--- config.mk ---
export PLATFORM = sky130hd
export DESIGN_NAME = septr_front
export DESIGN_NICKNAME = d
export VERILOG_FILES = /design/src/sv/septr_pkg.sv /design/src/sv/septr_front.sv
export SDC_FILE = /design/constraint.sdc
export NUM_CORES = 1
export LEC_CHECK = 0
export ABC_AREA = 1
export BUFFER_PORTS_ARGS = -buffer_cell sky130_fd_sc_hd__buf_2
export CAP_MARGIN = 20
export CORE_ASPECT_RATIO = 1.5
export CORE_UTILIZATION = 47
export DETAILED_ROUTE_END_ITERATION = 10
export PLACE_DENSITY = 0.71
export SLEW_MARGIN = 20
export SYNTH_ARGS = -nofsm -noshare
export SYNTH_HDL_FRONTEND = slang
export SYNTH_SLANG_ARGS = --single-unit
--- constraint.sdc ---
create_clock -name clock -period 6.2 [get_ports clock]
set_input_delay 1.86 -clock clock [delete_from_list [all_inputs] [get_ports clock]]
set_output_delay 1.86 -clock clock [all_outputs]
set_load 0.01 [all_outputs]
--- src/sv/septr_pkg.sv ---
// ----------------------------------------------------------------------------
// septr_pkg: shared types and constants
// Event codes, ring geometry, queued command word and back-end state encoding
// for the pulse timeline ring.
// ----------------------------------------------------------------------------
package septr_pkg;

   localparam int VT_WIDTH      = 56;
   localparam int DUE_WIDTH     = 40;
   localparam int PRELOAD_WIDTH = 17;
   localparam logic [PRELOAD_WIDTH-1:0] PRELOAD_RESET = 17'd5632;

   // ring geometry; the depth is a power of two so the slot is the low index bits
   localparam int RING_DEPTH     = 131072;
   localparam int RING_AW        = 17;
   localparam int INDEX_WIDTH    = 40;
   localparam int TICKS_PER_SLOT = 1000;
   localparam int SLOT_REM_WIDTH = 10;

   // p / 1000 == (p * TICK_RECIP) >> TICK_SHIFT for every 32-bit p
   localparam logic [31:0] TICK_RECIP = 32'd274877907;
   localparam int          TICK_SHIFT = 38;

   localparam logic [2:0] KIND_PULSE  = 3'd0;
   localparam logic [2:0] KIND_TICK   = 3'd1;
   localparam logic [2:0] KIND_WAKE   = 3'd2;
   localparam logic [2:0] KIND_IDLE   = 3'd3;
   localparam logic [2:0] KIND_SHIP   = 3'd4;
   localparam logic [2:0] KIND_RESET  = 3'd5;

   localparam logic [7:0] BIT_XSTEP = 8'h01;
   localparam logic [7:0] BIT_XDIR  = 8'h02;
   localparam logic [7:0] BIT_YSTEP = 8'h04;
   localparam logic [7:0] BIT_YDIR  = 8'h08;
   localparam logic [7:0] BIT_ZSTEP = 8'h20;
   localparam logic [7:0] BIT_ZDIR  = 8'h40;

   typedef struct packed {
      logic [2:0]           kind;
      logic [7:0]           pulse_byte;
      logic [31:0]          period;
      logic [DUE_WIDTH-1:0] due_index;
   } cmd_type;

   typedef struct packed {
      logic pop;
      logic clearing;
   } bk_status_type;

   typedef enum logic [3:0] {
      BK_CLEAR,
      BK_IDLE,
      BK_TICK_SPLIT,
      BK_TICK_ADD,
      BK_SUM,
      BK_CLAMP,
      BK_PLACE,
      BK_SHIP_RD,
      BK_SHIP
   } bk_state_type;

   function automatic logic [7:0] encode_pulse(input logic [2:0] st, input logic [2:0] dr);
      logic [7:0] b;
      b = '0;
      if (st[0]) b = b | BIT_XSTEP | (dr[0] ? BIT_XDIR : 8'h00);
      if (st[1]) b = b | BIT_YSTEP | (dr[1] ? 8'h00 : BIT_YDIR);
      if (st[2]) b = b | BIT_ZSTEP | (dr[2] ? 8'h00 : BIT_ZDIR);
      return b;
   endfunction

endpackage

--- src/sv/septr_front.sv ---
// ----------------------------------------------------------------------------
// septr_front: event intake
// Accepts event words, encodes pulses into motion bytes and holds them in a
// two-entry queue for the back end.
// ----------------------------------------------------------------------------
module septr_front (
   input  logic                     clock,
   input  logic                     reset,
   input  logic                     req_valid,
   output logic                     req_stall,
   input  logic [2:0]               req_kind,
   input  logic [2:0]               req_step_bits,
   input  logic [2:0]               req_dir_bits,
   input  logic [31:0]              req_period,
   input  logic [39:0]              req_due_index,
   input  septr_pkg::bk_status_type bk_status,
   output logic                     cmd_valid,
   output septr_pkg::cmd_type       cmd
);
   import septr_pkg::*;

   cmd_type    q_ff [2];
   logic       wr_ptr_ff, wr_ptr_in;
   logic       rd_ptr_ff, rd_ptr_in;
   logic [1:0] count_ff, count_in;
   logic       push;
   cmd_type    word;

   assign req_stall = (count_ff == 2'd2) || bk_status.clearing;
   assign push      = req_valid && !req_stall;
   assign cmd_valid = (count_ff != 2'd0);
   assign cmd       = q_ff[rd_ptr_ff];

   always_comb begin
      word.kind       = req_kind;
      word.pulse_byte = encode_pulse(req_step_bits, req_dir_bits);
      word.period     = req_period;
      word.due_index  = req_due_index;
      wr_ptr_in = push ? !wr_ptr_ff : wr_ptr_ff;
      rd_ptr_in = bk_status.pop ? !rd_ptr_ff : rd_ptr_ff;
      count_in  = count_ff + {1'b0, push} - {1'b0, bk_status.pop};
   end

   always_ff @(posedge clock) begin
      if (reset) begin
         wr_ptr_ff <= 1'b0;
         rd_ptr_ff <= 1'b0;
         count_ff  <= 2'd0;
      end else begin
         wr_ptr_ff <= wr_ptr_in;
         rd_ptr_ff <= rd_ptr_in;
         count_ff  <= count_in;
      end
   end

   always_ff @(posedge clock) begin
      if (push) begin
         q_ff[wr_ptr_ff] <= word;
      end
   end

endmodule

# Yosys cells after proc, flatten, opt, wreduce, memory -nomap -nowiden
# Memories as Yosys holds them, arrays and structs flattened. A register that Yosys moved wholly into a read port is not among the register bits.
# Index checks and enable logic that the tools add are counted.
dict set report classes {
  add_sub_neg 2
  n_eq_ne 1
  muxes 10
  bitwise_logic 2
  reduce_logical 6
}
# operator n
set ops {}
lappend ops {{2-to-1 mux 8 bit} 2}
lappend ops {{OR 8 x 7 -> 8 bit} 1}
lappend ops {{2-to-1 mux 7 bit} 1}
lappend ops {{2-to-1 mux 1 bit} 4}
lappend ops {{2-to-1 mux 2 bit} 2}
lappend ops {{2-to-1 mux 4 bit} 1}
lappend ops {{OR 3 x 4 -> 4 bit} 1}
lappend ops {{logical NOT 1 bit} 3}
lappend ops {{adder 2 x 1 -> 2 bit} 1}
lappend ops {{equality test 2 bit (second input constant)} 1}
lappend ops {{nonzero test 2 bit} 1}
lappend ops {{subtractor 2 x 1 -> 2 bit} 1}
lappend ops {{logical AND 1 bit} 1}
lappend ops {{logical OR 1 bit} 1}
dict set report word_totals {
  regBits 4
  mem_bits_rw 166
  in_bits 86
  out_inout_bits 85
  elab_cells 25
  n_memories 1
}
# name words width rd rd_ports_with_merged_regs write_ports line
set memory_table {}
lappend memory_table {q_ff 2 83 1 1 1 septr_front.sv:22} ;# cmd_type q_ff [2];

# Longest topological paths before layout
dict set report logic_depth {
  depth_word 6
  depth_mapped 11
}

# Worst setup path after synthesis
# OpenSTA, ideal clock, no wires.
dict set report synth_path {
  path_type {input port to flip-flop}
  from {in bk_status[0] (netlist bit)}
  to {mem q_ff[0][0] (netlist bit), enable pin}
  t_arrival_ns 5.436
  t_required_ns 5.679
  path_slack_ns 0.243
  cell_stages 3
  path_buffers 0
  path_cell_list {inv_1 > nand3_1 > nor2_1}
}
dict set report synth_via {
  elab_chain_len 5
}
# item line
set synth_lines {}
lappend synth_lines {{start: declaration} septr_front.sv:16} ;# input septr_pkg::bk_status_type bk_status,
lappend synth_lines {{logical OR 1 bit} septr_front.sv:29} ;# assign req_stall = (count_ff == 2'd2) || bk_status.clearing;
lappend synth_lines {{logical NOT 1 bit} septr_front.sv:30} ;# assign push = req_valid && !req_stall;
lappend synth_lines {{logical AND 1 bit} septr_front.sv:30}
lappend synth_lines {{2-to-1 mux 1 bit} septr_front.sv:57} ;# if (push) begin
lappend synth_lines {{2-to-1 mux 1 bit (implied by the code)} septr_front.sv:58} ;# q_ff[wr_ptr_ff] <= word;
lappend synth_lines {{end: declaration} septr_front.sv:22}
# No other way between the ends.

==> impl_metrics.toml <==
[floorplanning]
core_um2 = 13500
core.rowCount = 52
die_w_um = 98.3
die_area_um2 = 14400
initial_core_util = 0.483
pin_count = 171
die_y_um = 146

[worst_setup_path]
critPathSlowestCell = "dfxtp_4"
worstSetupEndpointType = "output port"
crit_fanout = 34
crit_chain = "buf_4 > mux2_2 > buf_2"
arrival_ns = 2.27
max_stage_delay_ns = 0.76
criticalPathCategory = "register to output port"
cp_data_required_time_ns = 4.34
crit_path_start_kind = "register"
crit_family = "flip-flops"
path_buf_inv = 2

[clock_tree]
cts_root_buf = "clkbuf_16"
cts.sinks = 167
post_cts_resized = 0
cts_buffers = 17
cts_htree_levels = 4
clockBufferDepth = 2
post_cts_buffers = 0
insertion_delay_ns = 0.41
tritoncts = "yes"
holdBufCountCts = 0
path_clk_slew_ns = 0.06

[placement]
dp_cells = 623
gp_congestion = 0.749
place.detailed.hpwl_um = 7480
place_ws_ns = 2.12
port_buffers = 168

[power]
switching_share = 0.211
clockPowerShare = 0.408
p_leak_nw = 3.25
pwr_density_cell_nw_per_um2 = 332
ir_drop_uv = 225
p_int_mw = 2.12
power_frac_seq = 0.491
pwr-share-comb = 0.101
switching_power_uw = 567

[yosys]
synth_top_family_by_area = "multiplexers"
synth-compound-area-share = 0.000765
netlist_area_um2 = 6540
synthXorXnorAreaFrac = 0.00134
syn_area_per_cell_um2 = 21.9
netlist_instances = 298
synth-seq-area-share = 0.759
synthMuxAreaShare = 0.185
synth_fa_ha_area_frac = 0.00383
synth-simple-area-share = 0.0122
ys_warn_count = 0
ys_types = 16
ys_ff_latch = 167

[finish]
instances_no_fill = 657
drive_gt1_frac = 0.580
final_common_cell = "buf_2"
layout_common_cells = "buf_2 (168), edfxtp_1 (162), mux2_4 (80)"
final_util = 0.597
nNetsFinal = 568
area_delta_synth_final_pct = 23.6

[route]
dr.pass1.iters = 11
avgViaCountPerCell = 4.87
vias = 3201
post_drt_wl_per_cell_um = 16.9
drt-initial-drc-count = 150
wirelength_um = 11100
antenna_left = 0
drc = 7

[global_routing]
grt_overflow = 0
grt_start_max_net_pins = 43
antenna_found_initial = 3
grt_first_pass_wirelength_um = 16800
grt_pass1_vias = 3268
grt.total_usage = 0.159

[timing]
setup_tns_ns = 0
period_needed_ns = 4.13
worst_pin_slew_ns = 0.998
fin_crit_sh = 0.667
clock.fmax_mhz = 242
clock_skew_ns = 0.00744
rsz0062_at_grt = "false"
whs_ns = 0.521
slew_headroom = 0.333
slew_violations = 0
worst_slack_ns = 2.07
finalHoldViolCount = 0
setup_viol = 0

[status]
status = "finished, violations left"
violations = "design-rule violations"

[worst_hold_path]
hold_class = "register to register"

[flow_run]
cap_violations = 0
worst min-delay path, cell delays in order (launching register included):
cell     delay (ns)
dfxtp_1        0.33
xnor2_1        0.08
nor2_1         0.07
layer usage:
metal  GRT usage  wire length [µm]  vias up  share of wire
li1            -                 -     1511              -
met1       0.172              4120     1571           0.37
met2       0.277              6020      104           0.54
met3      0.0546               747       15          0.067
met4      0.0776               219        0          0.020
met5           0                 0        -              0
power groups by stage:
stage | sequential, mW | clock, mW | combinational (mW)
after floorplan | 1.33 | 0 | 0.201
after global placement | 1.34 | 0 | 0.269
after detailed placement | 1.34 | 0 | 0.276
after CTS | 1.32 | 1.12 | 0.277
after global routing | 1.32 | 1.16 | 0.294
final | 1.32 | 1.09 | 0.272
cells in the mapped netlist (all sizes together):
| library cell | instances | area (µm²) |
|---|---|---|
| buf | 11 | 186 |
| conb | 1 | 3.75 |
| xnor2 | 1 | 8.76 |
| nor2 | 8 | 30.0 |
| dfxtp | 5 | 100 |
| nand4 | 1 | 6.26 |
| mux2 | 81 | 1210 |
| ha | 2 | 25.0 |
| inv | 14 | 52.6 |
| nand3 | 2 | 10.0 |
| edfxtp | 162 | 4860 |
| a21oi | 1 | 5.00 |
| nand2 | 9 | 33.8 |
cell families (layout without fill, tap and decap cells):
kind of cell	Yosys count	count (layout)
DFF	167	167
AOI/OAI and AO/OA	1	1
xor gates and xnor gates	1	1
muxes	81	81
other	1	4
and+or+nand+nor	20	20
adders and majority gates	2	2
buffers and inverters	25	219
metrics by stage:
stage / area (µm²) / power, mW
after floorplan: 6540 / 1.53
after global placement: 7450 / 1.61
after detailed placement: 7450 / 1.62
after CTS: 8070 / 2.71
after global routing: 8080 / 2.78
final: 8080 / 2.68
worst paths after layout:
kind / cells past startpoint / to / from / slack, ns
max: 3 / cmd[80] / register / 2.07
min: 2 / rd_ptr_ff / rd_ptr_ff / 0.52
max reg2reg: 5 / q_ff[0][71] / count_ff[0] / 3.90
min reg2reg: 2 / rd_ptr_ff / rd_ptr_ff / 0.52
sequential cells by signal, indices dropped and copies added (netlist names), named ones only:
register and cells:
count_ff 2, q_ff 162, rd_ptr_ff 1, wr_ptr_ff 1
layout make-up:
| type | count | area [µm²] |
|---|---|---|
| Fill cell | 1044 | 5450 |
| Sequential cell | 167 | 4970 |
| Multi-Input combinational cell | 107 | 1350 |
| Timing Repair Buffer | 173 | 878 |
| Clock buffer | 18 | 429 |
| Tap cell | 162 | 203 |
| Clock inverter | 14 | 195 |
| Inverter | 14 | 53.8 |
| Antenna cell | 2 | 5.00 |
Note: power is estimated with default switching activity, not from simulation.
